**src/rtl/etsv_pkg.sv**
```systemverilog
// ----------------------------------------------------------------------------
// etsv_pkg
// Shared types and constants for the escaped TSV record parser.
// ----------------------------------------------------------------------------
package etsv_pkg;

   localparam int CharWidth = 16;
   localparam int KindWidth = 2;

   localparam logic [CharWidth-1:0] CH_TAB = 16'h0009;
   localparam logic [CharWidth-1:0] CH_LF  = 16'h000A;
   localparam logic [CharWidth-1:0] CH_CR  = 16'h000D;
   localparam logic [CharWidth-1:0] CH_BSL = 16'h005C;
   localparam logic [CharWidth-1:0] CH_T   = 16'h0074;
   localparam logic [CharWidth-1:0] CH_R   = 16'h0072;
   localparam logic [CharWidth-1:0] CH_N   = 16'h006E;

   localparam logic [KindWidth-1:0] KIND_CHAR   = 2'd0;
   localparam logic [KindWidth-1:0] KIND_FIELD  = 2'd1;
   localparam logic [KindWidth-1:0] KIND_RECORD = 2'd2;

   localparam logic REQ_CHAR = 1'b0;
   localparam logic REQ_END  = 1'b1;

   localparam int FifoDepth = 4;
   localparam int PtrWidth  = $clog2(FifoDepth);
   localparam int CntWidth  = $clog2(FifoDepth + 1);

   typedef struct packed {
      logic [KindWidth-1:0] kind;
      logic [CharWidth-1:0] chr;
      logic                 last;
   } result_type;

   typedef struct packed {
      logic [1:0] count;
      result_type first;
      result_type second;
   } decode_type;

endpackage

```
**src/rtl/etsv_req_if.sv**
```systemverilog
// ----------------------------------------------------------------------------
// etsv_req_if
// Input channel: one character or an end-of-content marker per transaction.
// ----------------------------------------------------------------------------
interface etsv_req_if;
   logic                              valid;
   logic                              ready;
   logic                              req_type;
   logic [etsv_pkg::CharWidth-1:0]    in_char;

   modport source (output valid, output req_type, output in_char, input ready);
   modport sink   (input valid, input req_type, input in_char, output ready);
endinterface

```
**src/rtl/etsv_rsp_if.sv**
```systemverilog
// ----------------------------------------------------------------------------
// etsv_rsp_if
// Result channel: one decoded character or field/record end per transaction.
// ----------------------------------------------------------------------------
interface etsv_rsp_if;
   logic                              valid;
   logic                              ready;
   logic [etsv_pkg::KindWidth-1:0]    out_kind;
   logic [etsv_pkg::CharWidth-1:0]    out_char;
   logic                              last_of_run;

   modport source (output valid, output out_kind, output out_char, output last_of_run,
                   input ready);
   modport sink   (input valid, input out_kind, input out_char, input last_of_run,
                   output ready);
endinterface

```
**src/rtl/etsv_decode.sv**
```systemverilog
// ----------------------------------------------------------------------------
// etsv_decode
// Parser state flags and the decode of one input transaction into up to two
// results.
// ----------------------------------------------------------------------------
module etsv_decode (
   input  logic                           clock,
   input  logic                           reset,
   input  logic                           accept,
   input  logic                           req_type,
   input  logic [etsv_pkg::CharWidth-1:0] in_char,
   output etsv_pkg::decode_type           decoded
);

   logic backslash_pending_ff, backslash_pending_in;
   logic after_cr_ff, after_cr_in;
   logic record_open_ff, record_open_in;

   etsv_pkg::result_type r0, r1;
   logic [1:0]           n;
   logic                 is_sep;

   always_comb begin
      r0 = '0;
      r1 = '0;
      n = 2'd0;
      backslash_pending_in = backslash_pending_ff;
      after_cr_in = after_cr_ff;
      record_open_in = record_open_ff;
      is_sep = (in_char == etsv_pkg::CH_CR) || (in_char == etsv_pkg::CH_LF) ||
               (in_char == etsv_pkg::CH_TAB);

      if (req_type == etsv_pkg::REQ_END) begin
         if (record_open_ff) begin
            if (backslash_pending_ff) begin
               r0.kind = etsv_pkg::KIND_CHAR;
               r0.chr = etsv_pkg::CH_BSL;
               r1.kind = etsv_pkg::KIND_RECORD;
               n = 2'd2;
            end else begin
               r0.kind = etsv_pkg::KIND_RECORD;
               n = 2'd1;
            end
         end
         backslash_pending_in = 1'b0;
         after_cr_in = 1'b0;
         record_open_in = 1'b0;
      end else if ((in_char == etsv_pkg::CH_LF) && after_cr_ff) begin
         after_cr_in = 1'b0;
      end else if (is_sep) begin
         if (backslash_pending_ff) begin
            r0.kind = etsv_pkg::KIND_CHAR;
            r0.chr = etsv_pkg::CH_BSL;
            r1.kind = (in_char == etsv_pkg::CH_TAB) ? etsv_pkg::KIND_FIELD
                                                   : etsv_pkg::KIND_RECORD;
            n = 2'd2;
         end else begin
            r0.kind = (in_char == etsv_pkg::CH_TAB) ? etsv_pkg::KIND_FIELD
                                                   : etsv_pkg::KIND_RECORD;
            n = 2'd1;
         end
         backslash_pending_in = 1'b0;
         record_open_in = (in_char == etsv_pkg::CH_TAB);
         after_cr_in = (in_char == etsv_pkg::CH_CR);
      end else begin
         after_cr_in = 1'b0;
         record_open_in = 1'b1;
         r0.kind = etsv_pkg::KIND_CHAR;
         if (backslash_pending_ff) begin
            backslash_pending_in = 1'b0;
            n = 2'd1;
            case (in_char)
               etsv_pkg::CH_T:   r0.chr = etsv_pkg::CH_TAB;
               etsv_pkg::CH_R:   r0.chr = etsv_pkg::CH_CR;
               etsv_pkg::CH_N:   r0.chr = etsv_pkg::CH_LF;
               etsv_pkg::CH_BSL: r0.chr = etsv_pkg::CH_BSL;
               default: begin
                  r0.chr = etsv_pkg::CH_BSL;
                  r1.kind = etsv_pkg::KIND_CHAR;
                  r1.chr = in_char;
                  n = 2'd2;
               end
            endcase
         end else if (in_char == etsv_pkg::CH_BSL) begin
            backslash_pending_in = 1'b1;
         end else begin
            r0.chr = in_char;
            n = 2'd1;
         end
      end

      r0.last = (n == 2'd1);
      r1.last = 1'b1;
      decoded.count = n;
      decoded.first = r0;
      decoded.second = r1;
   end

   always_ff @(posedge clock) begin
      if (reset) begin
         backslash_pending_ff <= 1'b0;
         after_cr_ff <= 1'b0;
         record_open_ff <= 1'b0;
      end else if (accept) begin
         backslash_pending_ff <= backslash_pending_in;
         after_cr_ff <= after_cr_in;
         record_open_ff <= record_open_in;
      end
   end

endmodule

```
**src/rtl/escaped_tsv_record_parser_unit.sv**
```systemverilog
// ----------------------------------------------------------------------------
// escaped_tsv_record_parser_unit
// Splits a character stream into TSV fields and records and undoes
// backslash escapes.
//
//   Channel | Direction | Payload
//   req     | in        | req_type, in_char
//   rsp     | out       | out_kind, out_char, last_of_run
//
// Each accepted transaction is decoded in the cycle it is accepted and its
// zero, one or two results are written into a four-entry result queue.
// Results leave the registered queue one per cycle while rsp.ready is high.
// A new transaction is accepted while the queue holds two results or fewer,
// so one character per cycle holds unless rsp stalls or two-result escapes pile up.
// Synchronous reset clears the parser flags and empties the queue.
// ----------------------------------------------------------------------------
module escaped_tsv_record_parser_unit (
   input  logic       clock,
   input  logic       reset,
   etsv_req_if.sink   req,
   etsv_rsp_if.source rsp
);

   etsv_pkg::decode_type decoded;
   etsv_pkg::result_type queue_ff [etsv_pkg::FifoDepth];
   etsv_pkg::result_type head;

   logic [etsv_pkg::PtrWidth-1:0] wr_ptr_ff, wr_ptr_in;
   logic [etsv_pkg::PtrWidth-1:0] rd_ptr_ff, rd_ptr_in;
   logic [etsv_pkg::CntWidth-1:0] count_ff, count_in;
   logic [etsv_pkg::PtrWidth-1:0] wr_next;
   logic                          accept;
   logic                          pop;

   assign req.ready = (count_ff <= etsv_pkg::CntWidth'(etsv_pkg::FifoDepth - 2));
   assign accept = req.valid && req.ready;

   etsv_decode u_decode (
      .clock    (clock),
      .reset    (reset),
      .accept   (accept),
      .req_type (req.req_type),
      .in_char  (req.in_char),
      .decoded  (decoded)
   );

   assign head = queue_ff[rd_ptr_ff];
   assign rsp.valid = (count_ff != '0);
   assign rsp.out_kind = head.kind;
   assign rsp.out_char = head.chr;
   assign rsp.last_of_run = head.last;
   assign pop = rsp.valid && rsp.ready;

   assign wr_next = wr_ptr_ff + etsv_pkg::PtrWidth'(1);

   always_comb begin
      wr_ptr_in = wr_ptr_ff;
      count_in = count_ff;
      if (accept) begin
         wr_ptr_in = wr_ptr_ff + etsv_pkg::PtrWidth'(decoded.count);
         count_in = count_in + etsv_pkg::CntWidth'(decoded.count);
      end
      rd_ptr_in = rd_ptr_ff;
      if (pop) begin
         rd_ptr_in = rd_ptr_ff + etsv_pkg::PtrWidth'(1);
         count_in = count_in - etsv_pkg::CntWidth'(1);
      end
   end

   always_ff @(posedge clock) begin
      if (reset) begin
         wr_ptr_ff <= '0;
         rd_ptr_ff <= '0;
         count_ff <= '0;
      end else begin
         wr_ptr_ff <= wr_ptr_in;
         rd_ptr_ff <= rd_ptr_in;
         count_ff <= count_in;
      end
   end

   always_ff @(posedge clock) begin
      if (accept && (decoded.count != 2'd0)) begin
         queue_ff[wr_ptr_ff] <= decoded.first;
      end
      if (accept && (decoded.count == 2'd2)) begin
         queue_ff[wr_next] <= decoded.second;
      end
   end

   // The queue never overflows.
   assert property (@(posedge clock) disable iff (reset)
      count_ff <= etsv_pkg::CntWidth'(etsv_pkg::FifoDepth))
      else $error("result queue overflow");

   // A result that is not the last of its run is always followed by its partner.
   assert property (@(posedge clock) disable iff (reset)
      (pop && !rsp.last_of_run) |=> rsp.valid)
      else $error("second result of a pair is missing");

   // Only defined kinds leave the block.
   assert property (@(posedge clock) disable iff (reset)
      rsp.valid |-> (rsp.out_kind == etsv_pkg::KIND_CHAR ||
                     rsp.out_kind == etsv_pkg::KIND_FIELD ||
                     rsp.out_kind == etsv_pkg::KIND_RECORD))
      else $error("undefined result kind");

   // Field and record ends carry a zero character.
   assert property (@(posedge clock) disable iff (reset)
      (rsp.valid && rsp.out_kind != etsv_pkg::KIND_CHAR) |-> (rsp.out_char == '0))
      else $error("separator result carries a character");

endmodule
```
**src/flat_wrapper.sv**
```systemverilog
// flat-port wrapper written by rule: the top's interface ports become plain ports
module escaped_tsv_record_parser_unit_flat 
  (clock, reset, req_valid, req_req_type, req_in_char, req_ready, rsp_valid, rsp_out_kind, rsp_out_char, rsp_last_of_run, rsp_ready);
  etsv_req_if req_i ();
  etsv_rsp_if rsp_i ();
  input  logic clock;
  input  logic reset;
  input wire logic [$bits(req_i.valid)-1:0] req_valid;
  input wire logic [$bits(req_i.req_type)-1:0] req_req_type;
  input wire logic [$bits(req_i.in_char)-1:0] req_in_char;
  output wire logic [$bits(req_i.ready)-1:0] req_ready;
  output wire logic [$bits(rsp_i.valid)-1:0] rsp_valid;
  output wire logic [$bits(rsp_i.out_kind)-1:0] rsp_out_kind;
  output wire logic [$bits(rsp_i.out_char)-1:0] rsp_out_char;
  output wire logic [$bits(rsp_i.last_of_run)-1:0] rsp_last_of_run;
  input wire logic [$bits(rsp_i.ready)-1:0] rsp_ready;
  assign req_i.valid = req_valid;
  assign req_i.req_type = req_req_type;
  assign req_i.in_char = req_in_char;
  assign req_ready = req_i.ready;
  assign rsp_valid = rsp_i.valid;
  assign rsp_out_kind = rsp_i.out_kind;
  assign rsp_out_char = rsp_i.out_char;
  assign rsp_last_of_run = rsp_i.last_of_run;
  assign rsp_i.ready = rsp_ready;
  escaped_tsv_record_parser_unit u_core (.clock(clock), .reset(reset), .req(req_i), .rsp(rsp_i));
endmodule
```
**config.mk**
```make
export PLATFORM = sky130hd
export DESIGN_NAME = escaped_tsv_record_parser_unit_flat
export DESIGN_NICKNAME = d
export VERILOG_FILES = /design/src/rtl/etsv_pkg.sv /design/src/rtl/etsv_req_if.sv /design/src/rtl/etsv_rsp_if.sv /design/src/rtl/etsv_decode.sv /design/src/rtl/escaped_tsv_record_parser_unit.sv /design/src/flat_wrapper.sv
export SDC_FILE = /design/constraint.sdc
export NUM_CORES = 1
export LEC_CHECK = 0
export ABC_AREA = 1
export BUFFER_PORTS_ARGS = -buffer_cell sky130_fd_sc_hd__buf_4
export CAP_MARGIN = 20
export CORE_MARGIN = 5
export CORE_UTILIZATION = 45
export CTS_BUF_LIST = sky130_fd_sc_hd__clkbuf_8 sky130_fd_sc_hd__clkbuf_16
export CTS_CLUSTER_SIZE = 8
export DETAILED_ROUTE_END_ITERATION = 16
export MAX_ROUTING_LAYER = met4
export PLACE_DENSITY = 0.63
export SLEW_MARGIN = 20
export SYNTH_ARGS = -nofsm -noshare
export SYNTH_HDL_FRONTEND = slang
export SYNTH_SLANG_ARGS = --single-unit
```
**constraint.sdc**
```tcl
create_clock -name clock -period 2.58 [get_ports clock]
set_input_delay 0.258 -clock clock [delete_from_list [all_inputs] [get_ports clock]]
set_output_delay 0.258 -clock clock [all_outputs]
set_load 0.05 [all_outputs]
```
==> impl_table.tex, run 1 <==
\begin{tabular}{lr}
\hline
Metric & Value \\
\hline
\multicolumn{2}{l}{\textbf{Run status}} \\
\quad Run status & finished, final reports clean \\
\multicolumn{2}{l}{\textbf{Clocking}} \\
\quad TritonCTS clock tree & built \\
\quad Insertion delay of the later-clocked pin in the worst-skew pair & 0.34 ns \\
\quad Count of instances resized after the clock tree is built & 0 \\
\quad \# H-tree levels & 3 \\
\quad Number of buffers between clock root and the deepest sink & 2 \\
\quad Inserted Clock Buffers & 9 \\
\quad Count of hold-fix buffers inserted at cts & 0 \\
\quad Number of buffers inserted to repair setup after CTS & 0 \\
\quad CTS Sinks & 88 \\
\quad Master cell of the clock root buffer & sky130\_fd\_sc\_hd\_\_clkbuf\_16 \\
\quad Clock transition at the registers of the reported paths & 0.06 ns \\
\multicolumn{2}{l}{\textbf{Global route}} \\
\quad Via count of the first global-routing pass & 4,861 \\
\quad All-layer global routing usage & 21.93\% \\
\quad Pin count of the biggest net entering global routing & 39 \\
\quad Global-route wire length before repair & 24.05 mm \\
\quad Remaining global-route overflow & 0 \\
\quad Initial antenna violation count & 0 \\
\multicolumn{2}{l}{\textbf{Critical path}} \\
\quad Worst setup path start & req\_in\_char[9] \\
\quad Cell depth of the worst setup path & 17 \\
\quad Crit-path most repeated cell & sky130\_fd\_sc\_hd\_\_nand2\_1 \\
\quad Critical Path RT & 2.86 ns \\
\quad List of cells traversed by the critical path & buf\_4 -> nor2\_1 -> nand2\_1 -> nor2\_4 -> buf\_12 -> nand3\_1 -> nand2\_1 -> inv\_1 -> nand2\_2 -> a21oi\_2 -> ha\_1 -> fa\_1 -> mux2i\_1 -> ha\_1 -> nand2\_1 -> nand2\_1 -> a21oi\_1 \\
\quad Slowest CP cell & sky130\_fd\_sc\_hd\_\_fa\_1 \\
\quad Arrival time worst endpoint & 2.66 ns \\
\quad Critical R2R Capture & u\_core.count\_ff[1] \\
\quad Kind of capture point of the worst setup path & flop \\
\quad FF-to-FF Start & u\_core.u\_decode.backslash\_pending\_ff \\
\quad Largest fanout on the critical path & 9 \\
\quad Buf+Inv Stages, Crit Path & 3 \\
\quad Delay contributed by the slowest stage of the critical path & 0.53 ns \\
\quad Critical path capture point & u\_core.count\_ff[1] \\
\quad Largest delay contributor family on the critical path & adder cells \\
\quad Critical path class & in2reg \\
\quad R2R Setup Slk & 0.25 ns \\
\quad CP startpoint kind & input pin \\
\quad Depth of the most critical reg-to-reg path & 11 \\
\multicolumn{2}{l}{\textbf{Final layout}} \\
\quad Area used by multi-input combinational logic & 0.002288 mm² \\
\quad Layout cells sized above 1 & 22.08\% \\
\quad Number of fillers in the final layout & 1,058 \\
\quad Final instance area & 0.006335 mm² \\
\quad Layout Area Growth over Synthesis & 20.69\% \\
\quad Register area & 0.002482 mm² \\
\quad Final Non-Filler Cells & 845 \\
\quad Post-layout nets & 722 \\
\quad Diodes inserted & 0 \\
\multicolumn{2}{l}{\textbf{STA}} \\
\quad Tmin final & 2.382 ns \\
\quad Unrepaired setup endpoints after global routing & false \\
\quad Final max-slew violation count & 0 \\
\quad Remaining max-slew budget at the tightest pin & 57.16\% \\
\quad Worst path setup slack after routing & 0.1980 ns \\
\quad Number of hold violations in the final report & 0 \\
\quad Setup clock skew after layout & 0.006838 ns \\
\quad F\_max & 0.4198 GHz \\
\quad Final setup violating endpoints & 0 \\
\quad Share of the clock period used by the worst path & 92.32\% \\
\quad Transition time of the tightest slew-check pin & 0.6419 ns \\
\quad Total negative setup slack & 0 ns \\
\multicolumn{2}{l}{\textbf{Floorplanning}} \\
\quad I/O pins & 42 \\
\quad Initial Util & 45.97\% \\
\quad Die width & 118 µm \\
\quad Total core area & 0.01142 mm² \\
\quad Floorplan die area & 0.01392 mm² \\
\quad Die boundary height & 118 µm \\
\quad Num rows & 39 \\
\multicolumn{2}{l}{\textbf{Synthesis}} \\
\quad Most frequently used cell type in the post-synthesis netlist & sky130\_fd\_sc\_hd\_\_nand3\_1 \\
\quad Simple-gate share of the synthesized area & 25.96\% \\
\quad Combinational family with the most area after synthesis & simple AND/OR/NAND/NOR gates \\
\quad Top flip-flop cell by instance count after synthesis & sky130\_fd\_sc\_hd\_\_edfxtp\_1 \\
\quad Xor/xnor cell area share of the yosys netlist & 0\% \\
\quad Total standard cell area after synthesis & 0.005249 mm² \\
\quad Average footprint of a synthesized cell & 8.345 µm² \\
\quad Number of distinct library cells after synthesis & 35 \\
\quad Mux share of post-synthesis cell area & 0.1907\% \\
\quad Biggest area contributors in the synthesized netlist & sky130\_fd\_sc\_hd\_\_edfxtp\_1, sky130\_fd\_sc\_hd\_\_nand3\_1, sky130\_fd\_sc\_hd\_\_dfxtp\_1 \\
\quad Number of register bits inferred by synthesis & 88 \\
\quad Post-synthesis adder-cell area fraction & 1.097\% \\
\quad Area share of the largest cell type after synthesis & 41.19\% \\
\quad Async S/R FF share, synth & 0\% \\
\quad Post-Synthesis Cells & 629 \\
\quad Post-synthesis sequential area ratio & 47.29\% \\
\quad Ranking of synthesized cells by instance count & sky130\_fd\_sc\_hd\_\_nand3\_1, sky130\_fd\_sc\_hd\_\_edfxtp\_1, sky130\_fd\_sc\_hd\_\_nor2\_1, sky130\_fd\_sc\_hd\_\_o21ai\_1, sky130\_fd\_sc\_hd\_\_nand2\_1 \\
\quad Area leader, netlist & sky130\_fd\_sc\_hd\_\_edfxtp\_1 \\
\quad Fraction of the mapped netlist area in compound gates & 16.07\% \\
\quad Syn\_nets & 654 \\
\quad Number of enable flip-flop cells after synthesis & 72 \\
\quad Yosys warning count & 0 \\
\multicolumn{2}{l}{\textbf{Power and ir drop}} \\
\quad Power density over the cells & 820.3 mW/mm² \\
\quad Worst vdd rail ir drop & 0.8590 mV \\
\quad Reported leakage power & 2.293 nW \\
\multicolumn{2}{l}{\textbf{Placement}} \\
\quad Final GP Congestion & 0.8762 \\
\quad Count of buffers from port buffering & 41 \\
\quad Post-placement worst setup slack & -0.1409 ns \\
\quad Cell total after placement & 829 \\
\quad DP HPWL & 10.15 mm \\
\quad Area after detailed placement & 0.006057 mm² \\
\multicolumn{2}{l}{\textbf{Hold path}} \\
\quad Type of the worst min-delay path & in2reg \\
\multicolumn{2}{l}{\textbf{Routing}} \\
\quad Detailed-route vias per instance & 5.714 \\
\quad Initial DRT Pass Iterations & 5 \\
\quad Total wire length after detailed routing & 14.79 mm \\
\quad Number of DRC violations after detailed routing & 0 \\
\quad Antenna Violating Nets Remaining & 0 \\
\quad Initial detailed-routing violation count & 358 \\
\quad Number of vias in the routed layout & 4,828 \\
\quad Mean routed wirelength per cell & 17.50 µm \\
\multicolumn{2}{l}{\textbf{Job}} \\
\quad Count of max-cap constraint violations & 0 \\
\hline
\end{tabular}
-- cell type report --
type | count | area share, %
clock buffer | 10 | 3.950
sequential | 88 | 39.19
multi-input combinational | 446 | 36.12
inverter | 53 | 3.180
timing repair buffer | 99 | 14.30
tap | 143 | 2.824
clock inverter | 6 | 0.4345
-- routing by layer --
metal / wire (µm) / global-route usage [%]
met1: 6191 / 26.83
met3: 1022 / 2.739
met4: 325 / 9.534
met5: 0 / -
met2: 7245 / 36.49
-- report_power, final --
part           switching (mW)  internal [mW]  total, mW  leakage, nW
sequential             0.0879           1.72       1.81        0.724
clock                   0.529          0.698       1.23        0.151
combinational            1.52          0.645       2.16         1.42
total                    2.13           3.06       5.20         2.29
-- state kept, by name, indices dropped and copies added, names as in the netlist, named ones only --
register and count:
u_core.count_ff 3, u_core.queue_ff 76, u_core.rd_ptr_ff 2, u_core.u_decode.after_cr_ff 1
u_core.u_decode.backslash_pending_ff 1, u_core.u_decode.record_open_ff 1, u_core.wr_ptr_ff 2
-- worst min path at each step --
| stage | start | depth (start not counted) | to |
|---|---|---|---|
| finish | reset | 2 | u_core.u_decode.backslash_pending_ff |
| global route | reset | 2 | u_core.u_decode.backslash_pending_ff |
| CTS | reset | 2 | u_core.u_decode.backslash_pending_ff |
| detailed placement | reset | 2 | u_core.u_decode.backslash_pending_ff |
| global placement | reset | 2 | u_core.u_decode.after_cr_ff |
| floorplan | reset | 1 | u_core.u_decode.after_cr_ff |
-- cell families (layout without fill, tap and decap cells) --
group	after synthesis	after routing
fa+ha+maj	4	4
buf+inv	95	168
simple gates	285	285
compound gates	156	156
flops	88	88
mux	1	1
-- stage by stage --
stage               hold slack [ns]  utilization (%)  power (mW)
global route                0.09411            55.48       5.441
finish                      0.07391            55.48       5.197
CTS                         0.07269            55.48       5.211
detailed placement           0.4357            53.05       4.002
floorplan                    0.3271                -       3.329
global placement             0.4331            53.05       3.958
-- cells in the final DEF (no fill, tap or decap), types with 4 or more instances in the layout --
cell and count:
sky130_fd_sc_hd__nand3_1 100, sky130_fd_sc_hd__buf_4 86, sky130_fd_sc_hd__edfxtp_1 72, sky130_fd_sc_hd__nor2_1 71
sky130_fd_sc_hd__o21ai_1 62, sky130_fd_sc_hd__nand2_1 60, sky130_fd_sc_hd__inv_1 48, sky130_fd_sc_hd__o21ai_0 47
sky130_fd_sc_hd__nor3_1 25, sky130_fd_sc_hd__o22ai_1 19, sky130_fd_sc_hd__dfxtp_1 16, sky130_fd_sc_hd__a21oi_1 15
sky130_fd_sc_hd__buf_12 13, sky130_fd_sc_hd__nand2_2 12, sky130_fd_sc_hd__o21ai_2 10, sky130_fd_sc_hd__clkbuf_16 10
sky130_fd_sc_hd__inv_2 4, sky130_fd_sc_hd__nand2_4 4
Note: power is estimated with default switching activity, not from simulation.
==> inputs of run 2 (changes only) <==
BUFFER_PORTS_ARGS = not set   (was -buffer_cell sky130_fd_sc_hd__buf_4)
DONT_BUFFER_PORTS = 1   (was not set)
PLACE_DENSITY = 0.6   (was 0.63)
REMOVE_ABC_BUFFERS = 1   (was not set)
==> run 2 against run 1 <==
Against the previous run:
- worst setup slack better by 0.017 ns
- die area stayed put
- sequential power hardly changed
- combinational power is 6% lower
- flip-flop and latch count stayed put
- core utilization is 3.9 points lower
- clock skew hardly changed
- critical path type is now reg2reg
- largest cell class unchanged
==> impl_table.tex, run 2 (synthesis results as in run 1) <==
\begin{tabular}{lr}
\hline
Metric & Value \\
\hline
\multicolumn{2}{l}{\textbf{Routing}} \\
\quad Number of DRC violations after detailed routing & 0 (unchanged) \\
\quad Antenna Violating Nets Remaining & 0 (unchanged) \\
\quad Top Layer Used & met4 \\
\quad Number of vias in the routed layout & 4,617 (-4.4\%) \\
\quad Initial DRT Pass Iterations & 5 (unchanged) \\
\quad Routed length on met1 & 6.106 mm (-1.4\%) \\
\quad Total wire length after detailed routing & 14.27 mm (-3.5\%) \\
\quad Mean routed wirelength per cell & 17.66 µm (+0.92\%) \\
\quad Wire length on met2 & 7.028 mm (-3.0\%) \\
\quad Detailed route wirelength on metal3 & 965 µm (-5.6\%) \\
\quad Detailed-route vias per instance & 5.714 (about the same) \\
\quad Initial detailed-routing violation count & 432 (+21\%) \\
\multicolumn{2}{l}{\textbf{Hold path}} \\
\quad Type of the worst min-delay path & in2reg \\
\multicolumn{2}{l}{\textbf{STA}} \\
\quad Number of hold violations in the final report & 0 (unchanged) \\
\quad Total negative setup slack & 0 ns (unchanged) \\
\quad Final max-slew violation count & 0 (unchanged) \\
\quad Final setup violating endpoints & 0 (unchanged) \\
\quad Share of the clock period used by the worst path & 91.67\% (-0.66 points) \\
\quad Transition time of the tightest slew-check pin & 0.6420 ns (+0.00004941 ns) \\
\quad Remaining max-slew budget at the tightest pin & 56.87\% (-0.29 points) \\
\quad Setup clock skew after layout & 0.006649 ns (-0.0001887 ns) \\
\quad Tmin final & 2.365 ns (-0.01699 ns) \\
\quad Worst-case hold slack & 0.1014 ns (+0.02754 ns) \\
\quad Unrepaired setup endpoints after global routing & false \\
\quad F\_max & 0.4228 GHz (+0.72\%) \\
\multicolumn{2}{l}{\textbf{Floorplanning}} \\
\quad Die boundary height & 118 µm (unchanged) \\
\quad Total core area & 0.01142 mm² (unchanged) \\
\quad I/O pins & 42 (unchanged) \\
\quad Num rows & 39 (unchanged) \\
\quad Floorplan die area & 0.01392 mm² (unchanged) \\
\quad Die width & 118 µm (unchanged) \\
\quad Initial Util & 45.97\% (unchanged) \\
\multicolumn{2}{l}{\textbf{Global route}} \\
\quad Via count of the first global-routing pass & 4,559 (-6.2\%) \\
\quad Pin count of the biggest net entering global routing & 39 (unchanged) \\
\quad Remaining global-route overflow & 0 (unchanged) \\
\quad Global-route wire length before repair & 22.95 mm (-4.6\%) \\
\quad Initial antenna violation count & 0 (unchanged) \\
\quad All-layer global routing usage & 21.09\% (-0.83 points) \\
\multicolumn{2}{l}{\textbf{Job}} \\
\quad Count of max-cap constraint violations & 0 (unchanged) \\
\multicolumn{2}{l}{\textbf{Clocking}} \\
\quad Inserted Clock Buffers & 9 (unchanged) \\
\quad \# H-tree levels & 3 (unchanged) \\
\quad Master cell of the clock root buffer & sky130\_fd\_sc\_hd\_\_clkbuf\_16 \\
\quad Insertion delay of the later-clocked pin in the worst-skew pair & 0.34 ns (about the same) \\
\quad TritonCTS clock tree & built \\
\quad Number of buffers between clock root and the deepest sink & 2 (unchanged) \\
\quad Number of buffers inserted to repair setup after CTS & 0 (unchanged) \\
\quad Clock transition at the registers of the reported paths & 0.06 ns (about the same) \\
\quad CTS Sinks & 88 (unchanged) \\
\multicolumn{2}{l}{\textbf{Final layout}} \\
\quad Top register by number of flip-flops & u\_core.queue\_ff \\
\quad Layout cells sized above 1 & 17.44\% (-4.6 points) \\
\quad Largest register FFs & 76 (unchanged) \\
\quad Leading cell type in the layout, fill and taps excluded & sky130\_fd\_sc\_hd\_\_nand3\_1 \\
\quad Diodes inserted & 0 (unchanged) \\
\quad Biggest regs & u\_core.queue\_ff: 76 flops, u\_core.count\_ff: 3 flops \\
\quad Layout Area Growth over Synthesis & 12.13\% \\
\quad Final instance area & 0.005886 mm² (-7.1\%) \\
\quad Highest-count cells in the layout ignoring fill and taps & sky130\_fd\_sc\_hd\_\_nand3\_1, sky130\_fd\_sc\_hd\_\_edfxtp\_1, sky130\_fd\_sc\_hd\_\_nor2\_1 \\
\quad Post-layout nets & 685 (-5.1\%) \\
\multicolumn{2}{l}{\textbf{Power and ir drop}} \\
\quad Reported leakage power & 2.026 nW (-12\%) \\
\quad Worst vdd rail ir drop & 0.7081 mV (-18\%) \\
\quad Power density over the cells & 850.2 mW/mm² (+3.6\%) \\
\quad Total Power & 5.004 mW (-3.7\%) \\
\multicolumn{2}{l}{\textbf{Critical path}} \\
\quad CP startpoint kind & flop \\
\quad Critical path class & reg2reg \\
\quad Arrival time worst endpoint & 2.64 ns (-0.02 ns) \\
\quad Largest delay contributor family on the critical path & adder cells \\
\quad Slowest CP cell & sky130\_fd\_sc\_hd\_\_fa\_1 \\
\quad Critical Path RT & 2.85 ns (about the same) \\
\quad Buf+Inv Stages, Crit Path & 1 (-2) \\
\quad Largest fanout on the critical path & 19 (+10) \\
\quad Delay contributed by the slowest stage of the critical path & 0.53 ns (about the same) \\
\quad Kind of capture point of the worst setup path & flop \\
\quad List of cells traversed by the critical path & buf\_4 -> nand4\_2 -> nand2\_2 -> a21oi\_1 -> ha\_1 -> fa\_1 -> mux2i\_1 -> ha\_1 -> nand2\_1 -> nand2\_1 -> a21oi\_1 \\
\multicolumn{2}{l}{\textbf{Run status}} \\
\quad Run status & finished, final reports clean \\
\multicolumn{2}{l}{\textbf{Placement}} \\
\quad Area after detailed placement & 0.005607 mm² (-7.4\%) \\
\quad Count of buffers from port buffering & 0 (-100\%) \\
\quad DP HPWL & 10.02 mm (-1.3\%) \\
\quad Final GP Congestion & 0.8980 (+2.5\%) \\
\hline
\end{tabular}
[run 2: cell types whose count changed in the layout (fill, tap and decap cells not counted), sizes merged]
cell,before,now
inv,54,50
dlygate4sd3,0,1
clkinv,5,8
buf,99,61
clkinvlp,0,2
clkbuf,10,9
[run 2: area by class of cell]
type	count	area (µm²)
clock buffers	9	225.2
clock inverters	7	38.79
fillers	1092	5533
inverters	53	201.4
multi-input cells	446	2278
flip-flops and latches	88	2482
well taps	143	178.9
repair buffers	62	480.5
[run 2: metal layers]
layer / up-vias / global-route usage [%]
li1: 2266 / -
met1: 2163 / 26.15
met2: 171 / 34.79
met3: 17 / 4.565
met4: 0 / 6.093
met5: - / -
[run 2: worst register-to-register path: cells and delay by family, from the launching register on]
kind                       cells  cell delay, ns
buffers and inverters          1            0.26
and+or+nand+nor                4            0.38
adders and majority gates      3            1.04
muxes                          1            0.08
AOI/OAI and AO/OA              2            0.20
DFF                            1            0.33
[run 2: final timing paths]
| check | startpoint | endpoint | slack [ns] | depth (start not counted) |
|---|---|---|---|---|
| setup / recovery | u_core.u_decode.backslash_pending_ff | u_core.count_ff[1] | 0.22 | 11 |
| hold / removal | rsp_ready | u_core.count_ff[1] | 0.10 | 2 |
| setup reg to reg | u_core.u_decode.backslash_pending_ff | u_core.count_ff[1] | 0.22 | 11 |
| hold reg to reg | u_core.queue_ff[2][0] | u_core.queue_ff[2][0] | 0.46 | 2 |
[run 2: where the power goes]
part | internal (mW) | switching, mW | total, mW
Clock | 0.641 | 0.537 | 1.18
Combinational | 0.556 | 1.48 | 2.03
Sequential | 1.72 | 0.0750 | 1.79
Total | 2.92 | 2.09 | 5.00
[run 2: repair_timing]
| item | in CTS | in global routing |
|---|---|---|
| hold endpoints to repair | 2 | 0 |
| hold buffers | 1 | 0 |
| setup endpoints to repair | 0 | 1 |
| gates resized for setup | 0 | 2 |
[run 2: per-stage QoR]
stage               cells  setup WS, ns  util (%)
floorplan             587       -0.5483         -
global placement      791       0.01054     49.10
detailed placement    791       -0.1025     49.10
CTS                   808        0.1642     51.50
global route          808       0.06419     51.54
finish                808        0.2150     51.54
